<file path="config.mk">
export PLATFORM = sky130hd
export DESIGN_NAME = ecu_kline_frame_decoder
export DESIGN_NICKNAME = d
export VERILOG_FILES = /design/src/hdl/ekfd_pkg.sv /design/src/hdl/ekfd_link_ctrl.sv /design/src/hdl/ekfd_frame_check.sv /design/src/hdl/ekfd_out_skid.sv /design/src/hdl/ecu_kline_frame_decoder.sv
export SDC_FILE = /design/constraint.sdc
export NUM_CORES = 1
export LEC_CHECK = 0
export BUFFER_PORTS_ARGS = -buffer_cell sky130_fd_sc_hd__buf_2
export CORE_UTILIZATION = 35
export CTS_BUF_LIST = sky130_fd_sc_hd__clkbuf_4
export DETAILED_ROUTE_END_ITERATION = 10
export SKIP_LAST_GASP = 1
export SLEW_MARGIN = 20
export SYNTH_ARGS = -nofsm -noshare
export SYNTH_HDL_FRONTEND = slang
export SYNTH_SLANG_ARGS = --single-unit
</file>
<file path="constraint.sdc">
create_clock -name aclk -period 12.81 [get_ports aclk]
set_input_delay 1.281 -clock aclk [delete_from_list [all_inputs] [get_ports aclk]]
set_output_delay 1.281 -clock aclk [all_outputs]
set_load 0.02 [all_outputs]
</file>
<file path="src/hdl/ekfd_pkg.sv">
// ekfd_pkg: shared types, codes and constants of the K-line frame decoder.
// No dependencies; every other file of the decoder uses it by scoped names.

package ekfd_pkg;

    // Protocol bytes
    localparam logic [7:0] IMMO_OPEN_BYTE = 8'h3E;
    localparam logic [7:0] DIAG_SEL_BYTE  = 8'hCD;
    localparam logic [7:0] NORM_SEL_BYTE  = 8'hFE;

    localparam int unsigned IMMO_LENGTH  = 55;   // immobiliser phase length, 1..63
    localparam int unsigned SPEED_WINDOW = 8;    // frames per speed sum, 1..8
    localparam logic [5:0]  RPM_FACTOR   = 6'd50;

    localparam logic [31:0] TIMEOUT_RESET = 32'd9000000;

    // Input item kind (s_tuser)
    localparam logic MODE_BYTE = 1'b0;
    localparam logic MODE_TICK = 1'b1;

    // Configuration register indexes
    localparam logic CFG_IDLE_TIMEOUT = 1'b0;
    localparam logic CFG_IDLE_DISABLE = 1'b1;

    // Event codes
    localparam logic [2:0] EV_NONE    = 3'd0;
    localparam logic [2:0] EV_FRAME   = 3'd1;
    localparam logic [2:0] EV_SLIP    = 3'd2;
    localparam logic [2:0] EV_LINKOFF = 3'd3;
    localparam logic [2:0] EV_IMMO    = 3'd4;
    localparam logic [2:0] EV_DIAG    = 3'd5;
    localparam logic [2:0] EV_NORMAL  = 3'd6;

    // Link phase codes
    localparam logic [1:0] PHASE_WAIT   = 2'd0;
    localparam logic [1:0] PHASE_IMMO   = 2'd1;
    localparam logic [1:0] PHASE_DIAG   = 2'd2;
    localparam logic [1:0] PHASE_NORMAL = 2'd3;

    // Link controller to frame checker
    typedef struct packed {
        logic frame_en;   // this byte goes into the frame window
        logic link_off;   // this tick drops the link
    } link_ctl_t;

    // One result word
    typedef struct packed {
        logic [2:0]  event_res;
        logic [1:0]  link_phase;
        logic [13:0] engine_rpm;
        logic [7:0]  vehicle_speed;
        logic        speed_updated;
        logic [7:0]  fault_code;
        logic [7:0]  coolant_raw;
    } result_t;

endpackage

</file>
<file path="src/hdl/ekfd_link_ctrl.sv">
// ekfd_link_ctrl: immobiliser phase, mode selection and idle timeout tracking.
// Depends on ekfd_pkg.

module ekfd_link_ctrl (
    input  logic                 aclk,
    input  logic                 aresetn,
    input  logic                 item_valid,
    input  logic                 mode,
    input  logic [7:0]           rx_byte,
    input  logic [31:0]          idle_timeout,
    input  logic                 idle_disable,
    output ekfd_pkg::link_ctl_t  ctl,
    output logic [2:0]           ev_link,
    output logic [1:0]           link_phase
);

    logic        immo_done_reg, immo_done_next;
    logic        immo_active_reg, immo_active_next;
    logic [5:0]  immo_count_reg, immo_count_next;
    logic        diag_mode_reg, diag_mode_next;
    logic        normal_mode_reg, normal_mode_next;
    logic [31:0] idle_ticks_reg, idle_ticks_next;
    logic        byte_seen_reg, byte_seen_next;

    logic        open_immo;
    logic        act_now;
    logic [5:0]  cnt_base;
    logic [31:0] idle_inc;

    always_comb begin
        immo_done_next   = immo_done_reg;
        immo_active_next = immo_active_reg;
        immo_count_next  = immo_count_reg;
        diag_mode_next   = diag_mode_reg;
        normal_mode_next = normal_mode_reg;
        idle_ticks_next  = idle_ticks_reg;
        byte_seen_next   = byte_seen_reg;
        ev_link          = ekfd_pkg::EV_NONE;
        ctl.link_off     = 1'b0;
        open_immo        = (rx_byte == ekfd_pkg::IMMO_OPEN_BYTE) && !immo_active_reg;
        act_now          = immo_active_reg || open_immo;
        cnt_base         = open_immo ? 6'd0 : immo_count_reg;
        idle_inc         = (idle_ticks_reg == '1) ? idle_ticks_reg : idle_ticks_reg + 32'd1;

        if (mode == ekfd_pkg::MODE_BYTE) begin
            if (!immo_done_reg) begin
                if (open_immo) begin
                    immo_active_next = 1'b1;
                    immo_count_next  = 6'd0;
                    ev_link          = ekfd_pkg::EV_IMMO;
                end
                if (act_now) begin
                    immo_count_next = cnt_base + 6'd1;
                    if (immo_count_next >= 6'(ekfd_pkg::IMMO_LENGTH)) begin
                        immo_done_next   = 1'b1;
                        immo_active_next = 1'b0;
                    end
                    if (rx_byte == ekfd_pkg::DIAG_SEL_BYTE) begin
                        diag_mode_next   = 1'b1;
                        immo_done_next   = 1'b1;
                        immo_active_next = 1'b0;
                        ev_link          = ekfd_pkg::EV_DIAG;
                    end else if (rx_byte == ekfd_pkg::NORM_SEL_BYTE) begin
                        normal_mode_next = 1'b1;
                        immo_done_next   = 1'b1;
                        immo_active_next = 1'b0;
                        ev_link          = ekfd_pkg::EV_NORMAL;
                    end
                end
            end
            idle_ticks_next = 32'd0;
            byte_seen_next  = 1'b1;
        end else if (byte_seen_reg) begin
            idle_ticks_next = idle_inc;
            if (!idle_disable && (idle_inc > idle_timeout)) begin
                immo_done_next   = 1'b0;
                immo_active_next = 1'b0;
                diag_mode_next   = 1'b0;
                normal_mode_next = 1'b0;
                idle_ticks_next  = 32'd0;
                byte_seen_next   = 1'b0;
                ctl.link_off     = 1'b1;
                ev_link          = ekfd_pkg::EV_LINKOFF;
            end
        end

        ctl.frame_en = (mode == ekfd_pkg::MODE_BYTE) && normal_mode_next;

        if (normal_mode_next) begin
            link_phase = ekfd_pkg::PHASE_NORMAL;
        end else if (diag_mode_next) begin
            link_phase = ekfd_pkg::PHASE_DIAG;
        end else if (immo_active_next) begin
            link_phase = ekfd_pkg::PHASE_IMMO;
        end else begin
            link_phase = ekfd_pkg::PHASE_WAIT;
        end
    end

    always_ff @(posedge aclk) begin
        if (!aresetn) begin
            immo_done_reg   <= 1'b0;
            immo_active_reg <= 1'b0;
            immo_count_reg  <= 6'd0;
            diag_mode_reg   <= 1'b0;
            normal_mode_reg <= 1'b0;
            idle_ticks_reg  <= 32'd0;
            byte_seen_reg   <= 1'b0;
        end else if (item_valid) begin
            immo_done_reg   <= immo_done_next;
            immo_active_reg <= immo_active_next;
            immo_count_reg  <= immo_count_next;
            diag_mode_reg   <= diag_mode_next;
            normal_mode_reg <= normal_mode_next;
            idle_ticks_reg  <= idle_ticks_next;
            byte_seen_reg   <= byte_seen_next;
        end
    end

endmodule

</file>
<file path="src/hdl/ekfd_frame_check.sv">
// ekfd_frame_check: 4-byte frame window, checksum test, sliding on mismatch,
// and the rpm / speed / fault / coolant value registers. Depends on ekfd_pkg.

module ekfd_frame_check (
    input  logic                 aclk,
    input  logic                 aresetn,
    input  logic                 item_valid,
    input  ekfd_pkg::link_ctl_t  ctl,
    input  logic [7:0]           rx_byte,
    output logic [2:0]           ev_frame,
    output logic [13:0]          engine_rpm,
    output logic [7:0]           vehicle_speed,
    output logic                 speed_updated,
    output logic [7:0]           fault_code,
    output logic [7:0]           coolant_raw
);

    logic [7:0]  window_reg [4];
    logic [7:0]  window_next [4];
    logic [2:0]  fill_reg, fill_next;
    logic [10:0] speed_sum_reg, speed_sum_next;
    logic [2:0]  speed_frames_reg, speed_frames_next;
    logic [13:0] rpm_reg, rpm_next;
    logic [7:0]  speed_reg, speed_next;
    logic [7:0]  fault_reg, fault_next;
    logic [7:0]  coolant_reg, coolant_next;

    logic [7:0]  csum;
    logic [3:0]  frames_inc;
    logic [13:0] rpm_prod;

    assign csum = window_reg[0] + window_reg[1] + window_reg[2] + window_reg[3];
    assign frames_inc = {1'b0, speed_frames_reg} + 4'd1;
    // both operands at full 14 bits so the product is not cut to 8
    assign rpm_prod = {6'd0, window_reg[0]} * {8'd0, ekfd_pkg::RPM_FACTOR};

    always_comb begin
        for (int i = 0; i < 4; i++) begin
            window_next[i] = window_reg[i];
        end
        fill_next         = fill_reg;
        speed_sum_next    = speed_sum_reg;
        speed_frames_next = speed_frames_reg;
        rpm_next          = rpm_reg;
        speed_next        = speed_reg;
        fault_next        = fault_reg;
        coolant_next      = coolant_reg;
        ev_frame          = ekfd_pkg::EV_NONE;
        speed_updated     = 1'b0;

        if (ctl.link_off) begin
            fill_next = 3'd0;
        end else if (ctl.frame_en) begin
            if (!fill_reg[2]) begin
                // still filling the four data slots
                for (int i = 0; i < 4; i++) begin
                    if (fill_reg[1:0] == 2'(i)) begin
                        window_next[i] = rx_byte;
                    end
                end
                fill_next = fill_reg + 3'd1;
            end else if (csum == rx_byte) begin
                rpm_next       = rpm_prod;
                fault_next     = window_reg[2];
                coolant_next   = window_reg[3];
                speed_sum_next = speed_sum_reg + 11'(window_reg[1]);
                if (frames_inc >= 4'(ekfd_pkg::SPEED_WINDOW)) begin
                    speed_next        = speed_sum_next[7:0];
                    speed_sum_next    = 11'd0;
                    speed_frames_next = 3'd0;
                    speed_updated     = 1'b1;
                end else begin
                    speed_frames_next = frames_inc[2:0];
                end
                fill_next = 3'd0;
                ev_frame  = ekfd_pkg::EV_FRAME;
            end else begin
                // checksum miss: drop oldest byte, take this one as newest
                window_next[0] = window_reg[1];
                window_next[1] = window_reg[2];
                window_next[2] = window_reg[3];
                window_next[3] = rx_byte;
                ev_frame       = ekfd_pkg::EV_SLIP;
            end
        end
    end

    assign engine_rpm    = rpm_next;
    assign vehicle_speed = speed_next;
    assign fault_code    = fault_next;
    assign coolant_raw   = coolant_next;

    always_ff @(posedge aclk) begin
        if (item_valid) begin
            for (int i = 0; i < 4; i++) begin
                window_reg[i] <= window_next[i];
            end
        end
    end

    always_ff @(posedge aclk) begin
        if (!aresetn) begin
            fill_reg         <= 3'd0;
            speed_sum_reg    <= 11'd0;
            speed_frames_reg <= 3'd0;
            rpm_reg          <= 14'd0;
            speed_reg        <= 8'd0;
            fault_reg        <= 8'd0;
            coolant_reg      <= 8'd0;
        end else if (item_valid) begin
            fill_reg         <= fill_next;
            speed_sum_reg    <= speed_sum_next;
            speed_frames_reg <= speed_frames_next;
            rpm_reg          <= rpm_next;
            speed_reg        <= speed_next;
            fault_reg        <= fault_next;
            coolant_reg      <= coolant_next;
        end
    end

endmodule

</file>
<file path="src/hdl/ekfd_out_skid.sv">
// ekfd_out_skid: result register with one skid entry, decoupling the result
// channel from the input channel. Depends on ekfd_pkg.

module ekfd_out_skid (
    input  logic               aclk,
    input  logic               aresetn,
    input  logic               in_valid,
    output logic               in_ready,
    input  ekfd_pkg::result_t  in_word,
    output logic               out_valid,
    input  logic               out_ready,
    output ekfd_pkg::result_t  out_word
);

    logic              out_valid_reg;
    logic              skid_valid_reg;
    ekfd_pkg::result_t out_word_reg;
    ekfd_pkg::result_t skid_word_reg;
    logic              out_free;

    assign in_ready  = !skid_valid_reg;
    assign out_valid = out_valid_reg;
    assign out_word  = out_word_reg;
    assign out_free  = !out_valid_reg || out_ready;

    always_ff @(posedge aclk) begin
        if (!aresetn) begin
            out_valid_reg  <= 1'b0;
            skid_valid_reg <= 1'b0;
        end else if (out_free) begin
            if (skid_valid_reg) begin
                out_valid_reg  <= 1'b1;
                skid_valid_reg <= 1'b0;
            end else begin
                out_valid_reg <= in_valid;
            end
        end else if (in_valid && in_ready) begin
            skid_valid_reg <= 1'b1;
        end
    end

    always_ff @(posedge aclk) begin
        if (out_free) begin
            out_word_reg <= skid_valid_reg ? skid_word_reg : in_word;
        end else if (in_valid && in_ready) begin
            skid_word_reg <= in_word;
        end
    end

endmodule

</file>
<file path="src/hdl/ecu_kline_frame_decoder.sv">
// ecu_kline_frame_decoder: top level of the K-line frame decoder.
// Depends on ekfd_pkg, ekfd_link_ctrl, ekfd_frame_check and ekfd_out_skid.
//
//  channel   dir  handshake            payload
//  -------   ---  ---------            -------
//  s_        in   s_tvalid/s_tready    s_tuser: mode; s_tdata: rx_byte
//  m_        out  m_tvalid/m_tready    m_tuser: event_res; m_tdata: phase, values
//  cfg_      in   cfg_valid/cfg_ready  cfg_index: register, cfg_data: value
//
// One word in, one result word out. A word is decoded in the cycle it is
// accepted, its result registered; one word per cycle is sustained while
// m_tready keeps up. The result register plus a one-entry skid keep s_tready
// high while a single result waits; s_tready drops only with the skid full.
// aresetn is synchronous, active low: clears phase state, values and the
// config registers to their defaults. Config writes are always accepted.

module ecu_kline_frame_decoder (
    input  logic        aclk,
    input  logic        aresetn,

    input  logic        s_tvalid,
    output logic        s_tready,
    input  logic [7:0]  s_tdata,    // [7:0] rx_byte
    input  logic        s_tuser,    // [0] mode: 0 byte, 1 tick

    output logic        m_tvalid,
    input  logic        m_tready,
    output logic [47:0] m_tdata,    // [1:0] link_phase, [15:2] engine_rpm,
                                    // [23:16] vehicle_speed, [24] speed_updated,
                                    // [32:25] fault_code, [40:33] coolant_raw,
                                    // [47:41] zero
    output logic [2:0]  m_tuser,    // [2:0] event_res

    input  logic        cfg_valid,
    output logic        cfg_ready,
    input  logic        cfg_index,
    input  logic [31:0] cfg_data
);

    // configuration registers
    logic [31:0] idle_timeout_reg;
    logic        idle_disable_reg;

    logic                s_accept;
    logic                in_ready;
    ekfd_pkg::link_ctl_t ctl;
    logic [2:0]          ev_link;
    logic [2:0]          ev_frame;
    ekfd_pkg::result_t   result;
    ekfd_pkg::result_t   m_word;

    assign cfg_ready = 1'b1;
    assign s_tready  = in_ready;
    assign s_accept  = s_tvalid && in_ready;

    always_ff @(posedge aclk) begin
        if (!aresetn) begin
            idle_timeout_reg <= ekfd_pkg::TIMEOUT_RESET;
            idle_disable_reg <= 1'b0;
        end else if (cfg_valid) begin
            case (cfg_index)
                ekfd_pkg::CFG_IDLE_TIMEOUT: idle_timeout_reg <= cfg_data;
                ekfd_pkg::CFG_IDLE_DISABLE: idle_disable_reg <= cfg_data[0];
                default: ;
            endcase
        end
    end

    // phase tracking and idle timeout
    ekfd_link_ctrl u_link (
        .aclk         (aclk),
        .aresetn      (aresetn),
        .item_valid   (s_accept),
        .mode         (s_tuser),
        .rx_byte      (s_tdata),
        .idle_timeout (idle_timeout_reg),
        .idle_disable (idle_disable_reg),
        .ctl          (ctl),
        .ev_link      (ev_link),
        .link_phase   (result.link_phase)
    );

    // frame assembly, checksum and value registers
    ekfd_frame_check u_frame (
        .aclk          (aclk),
        .aresetn       (aresetn),
        .item_valid    (s_accept),
        .ctl           (ctl),
        .rx_byte       (s_tdata),
        .ev_frame      (ev_frame),
        .engine_rpm    (result.engine_rpm),
        .vehicle_speed (result.vehicle_speed),
        .speed_updated (result.speed_updated),
        .fault_code    (result.fault_code),
        .coolant_raw   (result.coolant_raw)
    );

    // a frame event overrides the phase event of the same byte
    assign result.event_res = (ev_frame != ekfd_pkg::EV_NONE) ? ev_frame : ev_link;

    ekfd_out_skid u_out (
        .aclk      (aclk),
        .aresetn   (aresetn),
        .in_valid  (s_tvalid),
        .in_ready  (in_ready),
        .in_word   (result),
        .out_valid (m_tvalid),
        .out_ready (m_tready),
        .out_word  (m_word)
    );

    assign m_tuser = m_word.event_res;
    assign m_tdata = {7'd0, m_word.coolant_raw, m_word.fault_code, m_word.speed_updated,
                      m_word.vehicle_speed, m_word.engine_rpm, m_word.link_phase};

    // ---- assertions ----

    // input stalls only while a result is pending on the output
    a_stall_only_when_full: assert property (@(posedge aclk) disable iff (!aresetn)
        !s_tready |-> m_tvalid)
        else $error("input stalled with output register empty");

    // a completed speed sum comes only with a good frame
    a_speed_needs_frame: assert property (@(posedge aclk) disable iff (!aresetn)
        s_accept && result.speed_updated |-> result.event_res == ekfd_pkg::EV_FRAME)
        else $error("speed update without valid frame");

    // frame events happen only in normal mode
    a_frame_in_normal: assert property (@(posedge aclk) disable iff (!aresetn)
        s_accept && (ev_frame != ekfd_pkg::EV_NONE)
        |-> result.link_phase == ekfd_pkg::PHASE_NORMAL)
        else $error("frame event outside normal mode");

    // link-off returns the phase to waiting
    a_linkoff_phase: assert property (@(posedge aclk) disable iff (!aresetn)
        s_accept && ctl.link_off |-> result.link_phase == ekfd_pkg::PHASE_WAIT)
        else $error("phase not cleared by link-off");

endmodule

</file>
# After elaboration in Yosys (flattened, before gate mapping)
# Memories as Yosys holds them, arrays and structs flattened.
# Cells that the tools add are included.
[totals] regBits=221 latch_bits=0 mem_bits_rw=32 mem_bits_ro=0 in_bits=47 out_inout_bits=54 mem_count=1
[classes] add_sub_neg=8 mul=1 div=0 magnitude_cmp=3 n_eq_ne=11 n_shift=0 n_mux=98 bitwise=6 reduce_logical=23
[memory_table] name="u_frame.window_reg" depth=4 width=8 read_ports=4 rd_ports_with_merged_regs=0 write_ports=4 line="ekfd_frame_check.sv:18" rtl="logic [7:0] window_reg [4];"
[op_table] op="$mux 32" count=8
[op_table] op="$mux 8" count=17
[op_table] op="$mux 14" count=4
[op_table] op="$mux 3" count=16
[op_table] op="$mux 1" count=45
[op_table] op="$mux 44" count=1
[op_table] op="$add 32x1->32 const B" count=1
[op_table] op="$eq 32x32->1 const B" count=1
[op_table] op="$gt 32x32->1" count=1
[op_table] op="$add 8x8->8" count=3
[op_table] op="$eq 8x8->1 const B" count=2
[op_table] op="$mul 8x5->13 const B" count=1
[op_table] op="$mux 6" count=2
[op_table] op="$add 11x8->11" count=1
[op_table] op="$mux 11" count=1
[op_table] op="$reduce_and 2->1" count=5
[op_table] op="$reduce_and 3->1" count=3
[op_table] op="$eq 8x6->1 const B" count=1
[op_table] op="$eq 8x8->1" count=1
[op_table] op="$mux 2" count=4
[op_table] op="$add 6x1->6 const B" count=1
[op_table] op="$ge 6x6->1 const B" count=1
[op_table] op="$not 1->1" count=6
[op_table] op="$reduce_and 5->1" count=1
[op_table] op="other kinds (14)" count=23

# Longest topological paths before layout
[logic_depth] ltp_word=15 mapped_depth=19 ltp_nobuf=15

# Cells and area by module
# A second synthesis with hierarchy kept.
[hier_totals] hier_cells=1346 hier_area_um2=14192.4
[by_module_without_submodules] mod="ekfd_frame_check" n_inst=1 cells_each=566 area_per_inst_um2=5616.6
[by_module_without_submodules] mod="ekfd_link_ctrl" n_inst=1 cells_each=474 area_per_inst_um2=3728.6
[by_module_without_submodules] mod="ekfd_out_skid" n_inst=1 cells_each=145 area_per_inst_um2=3373.2
[by_module_without_submodules] mod="ecu_kline_frame_decoder" n_inst=1 cells_each=161 area_per_inst_um2=1473.9

# Worst setup path after synthesis
# No wires, ideal clock.
[synth_path] path_kind="in2reg" from="input port m_tready" to="register u_out.skid_word_reg[0] in the netlist's numbering, enable pin" arrival_time_ns=4.388 required_time_ns=12.364 setup_slack_ns=7.976 path_stages=2 path_buffers=0 cell_sequence="nand2b_1 -> nor2_1"
[synth_via] elab_chain_len=3
[synth_rtl] element="start, declared" line="ecu_kline_frame_decoder.sv:27" rtl="input logic m_tready,"
[synth_rtl] element="$logic_or 1x1->1" line="ekfd_out_skid.sv:24" rtl="assign out_free = !out_valid_reg || out_ready;"
[synth_rtl] element="$not 1->1 (no line)"
[synth_rtl] element="$reduce_and 2->1 (no line)"
[synth_rtl] element="end signal, assigned" line="ekfd_out_skid.sv:46" rtl="skid_word_reg <= in_word;"
[synth_rtl] element="end, declared" line="ekfd_out_skid.sv:18" rtl="ekfd_pkg::result_t skid_word_reg;"
# No other way between the ends.
# A chain may end at the register's enable or synchronous reset.

# Worst setup path after layout
[layout_path] from="register u_link.idle_ticks_reg[3]" to="register u_link.idle_ticks_reg[29]"
[layout_via] elab_chain_len=7
[layout_rtl] element="start, declared" line="ekfd_link_ctrl.sv:22" rtl="logic [31:0] idle_ticks_reg, idle_ticks_next;"
[layout_rtl] element="start signal, assigned" line="ekfd_link_ctrl.sv:115" rtl="idle_ticks_reg <= idle_ticks_next;"
[layout_rtl] element="$add 32x1->32 or $eq 32x32->1 (tied branches)" line="ekfd_link_ctrl.sv:43" rtl="idle_inc = (idle_ticks_reg == '1) ? idle_ticks_reg : idle_ticks_reg + 32'd1;"
[layout_rtl] element="$mux 32 *" line="ekfd_link_ctrl.sv:43"
[layout_rtl] element="$gt 32x32->1" line="ekfd_link_ctrl.sv:75" rtl="if (!idle_disable && (idle_inc > idle_timeout)) begin"
[layout_rtl] element="$logic_and 1x1->1" line="ekfd_link_ctrl.sv:75"
[layout_rtl] element="$mux 32 *" line="ekfd_link_ctrl.sv:75"
[layout_rtl] element="$mux 32 *" line="ekfd_link_ctrl.sv:73" rtl="end else if (byte_seen_reg) begin"
[layout_rtl] element="$mux 32 *" line="ekfd_link_ctrl.sv:45" rtl="if (mode == ekfd_pkg::MODE_BYTE) begin"
# Every way passes the cells marked *; elsewhere a longest branch is shown, timed or not. The select of a mux whose other input is x is not followed.

==> flow_summary.yaml <==
detailed_routing:
  route.met3.wl_mm: 1.59
  wl_per_cell_um: 15.9
  drc_errors: 0
  firstDrtPassIters: 5
  ant_nets: 0
  top_layer: "met4"
  via_count: 10500
  drt-total-wl_mm: 32.9
  drt-met1-wl_mm: 14.3
  avgViaCountPerCell: 5.09
  wl_met2_mm: 16.0
  drt-initial-drc-count: 513
hold_path:
  hold_path.class: "flip-flop to flip-flop"
worst_setup_path:
  cp_data_arrival_time_ns: 5.61
  endpoint_kind: "flip-flop"
  crit_required_ns: 13.38
  worst_setup_path_start_kind: "flip-flop"
  path_max_fanout: 28
  worstSetupPathType: "flip-flop to flip-flop"
power_and_ir_drop:
  power_density_nw_per_um2: 110
  peakVddDrop_mv: 0.0632
  power_leakage_nw: 6.14
timing:
  hold_violations: 0
  slew_headroom_pct: 34.2
  fin_crit_sh_pct: 39.4
  slew_viol_final: 0
  clock_skew_ns: 0.0492
  worst_pin_slew_ns: 0.987
  finalSetupViolations: 0
  setup_ws_ns: 7.77
  setup_tns_ns: 0
  rsz0062_at_grt: "no"
  max_freq_mhz: 198
  min_period_ns: 5.04
clocking:
  post_cts_resized: 0
  clk_latency_ns: 0.73
  postCtsHoldBufs: 0
  cts_max_path_buffers: 3
  clock_sinks: 250
  clk_pin_slew_worst_paths_ns: 0.06
  post_cts_buffers: 0
  htree_num_levels: 3
  root_buffer: "clkbuf_4"
  cts_tree: "built"
  cts_buffers: 71
logic_synthesis:
  synth-seq-area-share_pct: 45.0
  postSynthAreaPerCell_um2: 9.85
  synth.area.mux_share_pct: 7.59
  synth-simple-area-share_pct: 16.7
  synth_edf_count: 120
  synthArstFlopShare_pct: 0
  netlist_instances: 1399
  yosys_most_used_dff: "dfxtp_1"
  synth_cell_types: 75
  synth_top_family_by_area: "simple AND/OR/NAND/NOR gates"
  synthXorXnorAreaFrac_pct: 4.00
  synth-compound-area-share_pct: 11.5
  synth-seq-cells: 250
  yosys.area_share.adder_pct: 10.1
  syn_area_um2: 13800
  yosysWarnings: 0
cells_and_area:
  fillers: 3866
  layout-drive-gt1-share_pct: 21.2
  final_area_um2: 15500
  syn2layout_area_growth_pct: 12.6
  fin_nets: 1643
run:
  cap_violations: 0
global_routing:
  grt_max_degree: 68
  antenna_found_initial: 1
  overflow: 0
  grt_pass1_vias: 10400
  grt_pass1_wl_mm: 53.8
  grtUsageTotal_pct: 16.6
place:
  io_buffers: 92
  dp_hpwl_mm: 22.9
  dpl_cell_area_um2: 14600
  place_ws_ns: 7.82
  gp_congestion: 0.842
run_status:
  status: "finished clean"
floorplan:
  die_x_um: 200
  die_area_um2: 40200
  initial_utilization_pct: 35.6
  die_y_um: 200
  coreArea_um2: 38700
  rows: 72
  io_pins: 101
==> final cells by class <==
type / instances / area (um2) / area share (%)
Sequential cell: 250 / 6210 / 40.0
Timing Repair Buffer: 103 / 543 / 3.50
Clock buffer: 111 / 833 / 5.37
Clock inverter: 13 / 93.8 / 0.604
Tap cell: 518 / 648 / 4.17
Inverter: 72 / 270 / 1.74
Multi-Input combinational cell: 997 / 6930 / 44.6
Antenna cell: 1 / 2.50 / 0.0161
==> layout by cell type (no fill, tap or decap), types with 4 or more instances in the layout <==
cell,Yosys,final
a21o_1,7,7
a21oi_1,123,123
a22oi_1,4,4
a2bb2oi_1,9,9
a31oi_1,6,6
and2_1,6,6
and3_1,8,8
and4_1,6,6
buf_2,8,92
buf_4,15,11
clkbuf_4,0,111
clkinv_1,0,6
conb_1,2,8
dfxtp_1,130,130
edfxtp_1,120,120
fa_1,18,18
ha_1,83,83
inv_1,71,70
inv_2,1,4
mux2_2,52,52
mux2_4,26,26
mux2i_1,7,7
nand2_1,249,249
nand2b_1,13,12
nand3_1,42,42
nand4_1,27,27
nor2_1,58,56
nor2b_1,7,6
nor3_1,28,28
nor4_1,7,7
o211ai_1,16,16
o21a_1,15,15
o21ai_0,26,25
o31a_1,4,4
o31ai_1,12,12
or2_2,5,5
or3_1,10,10
or4_1,6,6
xnor2_1,41,41
xor2_1,22,22
==> worst max-delay path: stages, from the launching register on <==
cell and delay (ns):
dfxtp_1 0.47, and4_1 0.34, and3_1 0.34, nand2_2 0.09
or4_4 0.57, or2_4 0.27, xnor2_1 0.13, ha_1 0.29
nand4_1 0.17, nor4_1 0.38, or3b_1 0.42, a31oi_4 0.23
or3_1 0.76, nor3b_1 0.12, o31a_1 0.32
==> per-stage QoR <==
step / instances / hold slack [ns] / total power [mW] / utilization [%]
finish: 2065 / 0.452 / 1.70 / 40.1
global route: 2065 / 0.470 / 1.79 / 40.1
CTS: 2064 / 0.450 / 1.73 / 40.1
detailed placement: 1940 / 0.445 / 0.969 / 37.7
global placement: 1940 / 0.436 / 0.967 / 37.7
floorplan: 1405 / 0.429 / 0.934 / -
==> power by group <==
part / internal (mW) / total, mW / switching (mW)
Clock: 0.414 / 0.755 / 0.342
Sequential: 0.853 / 0.860 / 0.00683
Combinational: 0.0272 / 0.0893 / 0.0621
==> routing by layer <==
| layer | vias up | track usage (%) |
|---|---|---|
| met5 | - | 0 |
| met4 | 0 | 7.06 |
| met3 | 62 | 3.31 |
| met2 | 285 | 28.3 |
| met1 | 4982 | 20.4 |
| li1 | 5173 | - |
==> final timing paths <==
check                                              start  depth (start not counted)  slack, ns                         to
worst min-delay path                  u_frame.rpm_reg[2]                          2       0.45         u_frame.rpm_reg[2]
worst max register to register  u_link.idle_ticks_reg[3]                         14       7.77  u_link.idle_ticks_reg[29]
worst min register to register        u_frame.rpm_reg[2]                          2       0.45         u_frame.rpm_reg[2]
worst max-delay path            u_link.idle_ticks_reg[3]                         14       7.77  u_link.idle_ticks_reg[29]
==> cell families after synthesis <==
kind of cell               count (synthesis)
adders and majority gates                101
buffers and inverters                    158
other                                      2
xor gates and xnor gates                  63
DFF                                      250
and+or+nand+nor                          491
muxes                                     85
AOI/OAI and AO/OA                        249
==> Yosys cell counts, drive strengths merged (9+ instances only) <==
cell / n / area, um2
a21oi: 123 / 616
a2bb2oi: 9 / 78.8
buf: 32 / 224
clkbuf: 54 / 204
dfxtp: 130 / 2600
edfxtp: 120 / 3600
fa: 18 / 360
ha: 83 / 1040
inv: 72 / 270
mux2: 78 / 976
nand2: 250 / 941
nand2b: 13 / 81.3
nand3: 42 / 210
nand4: 27 / 169
nor2: 58 / 218
nor3: 28 / 140
o211ai: 16 / 120
o21a: 15 / 113
o21ai: 26 / 130
o31ai: 12 / 90.1
or3: 10 / 62.6
xnor2: 41 / 359
xor2: 22 / 193
Note: power is estimated with default switching activity, not from simulation.
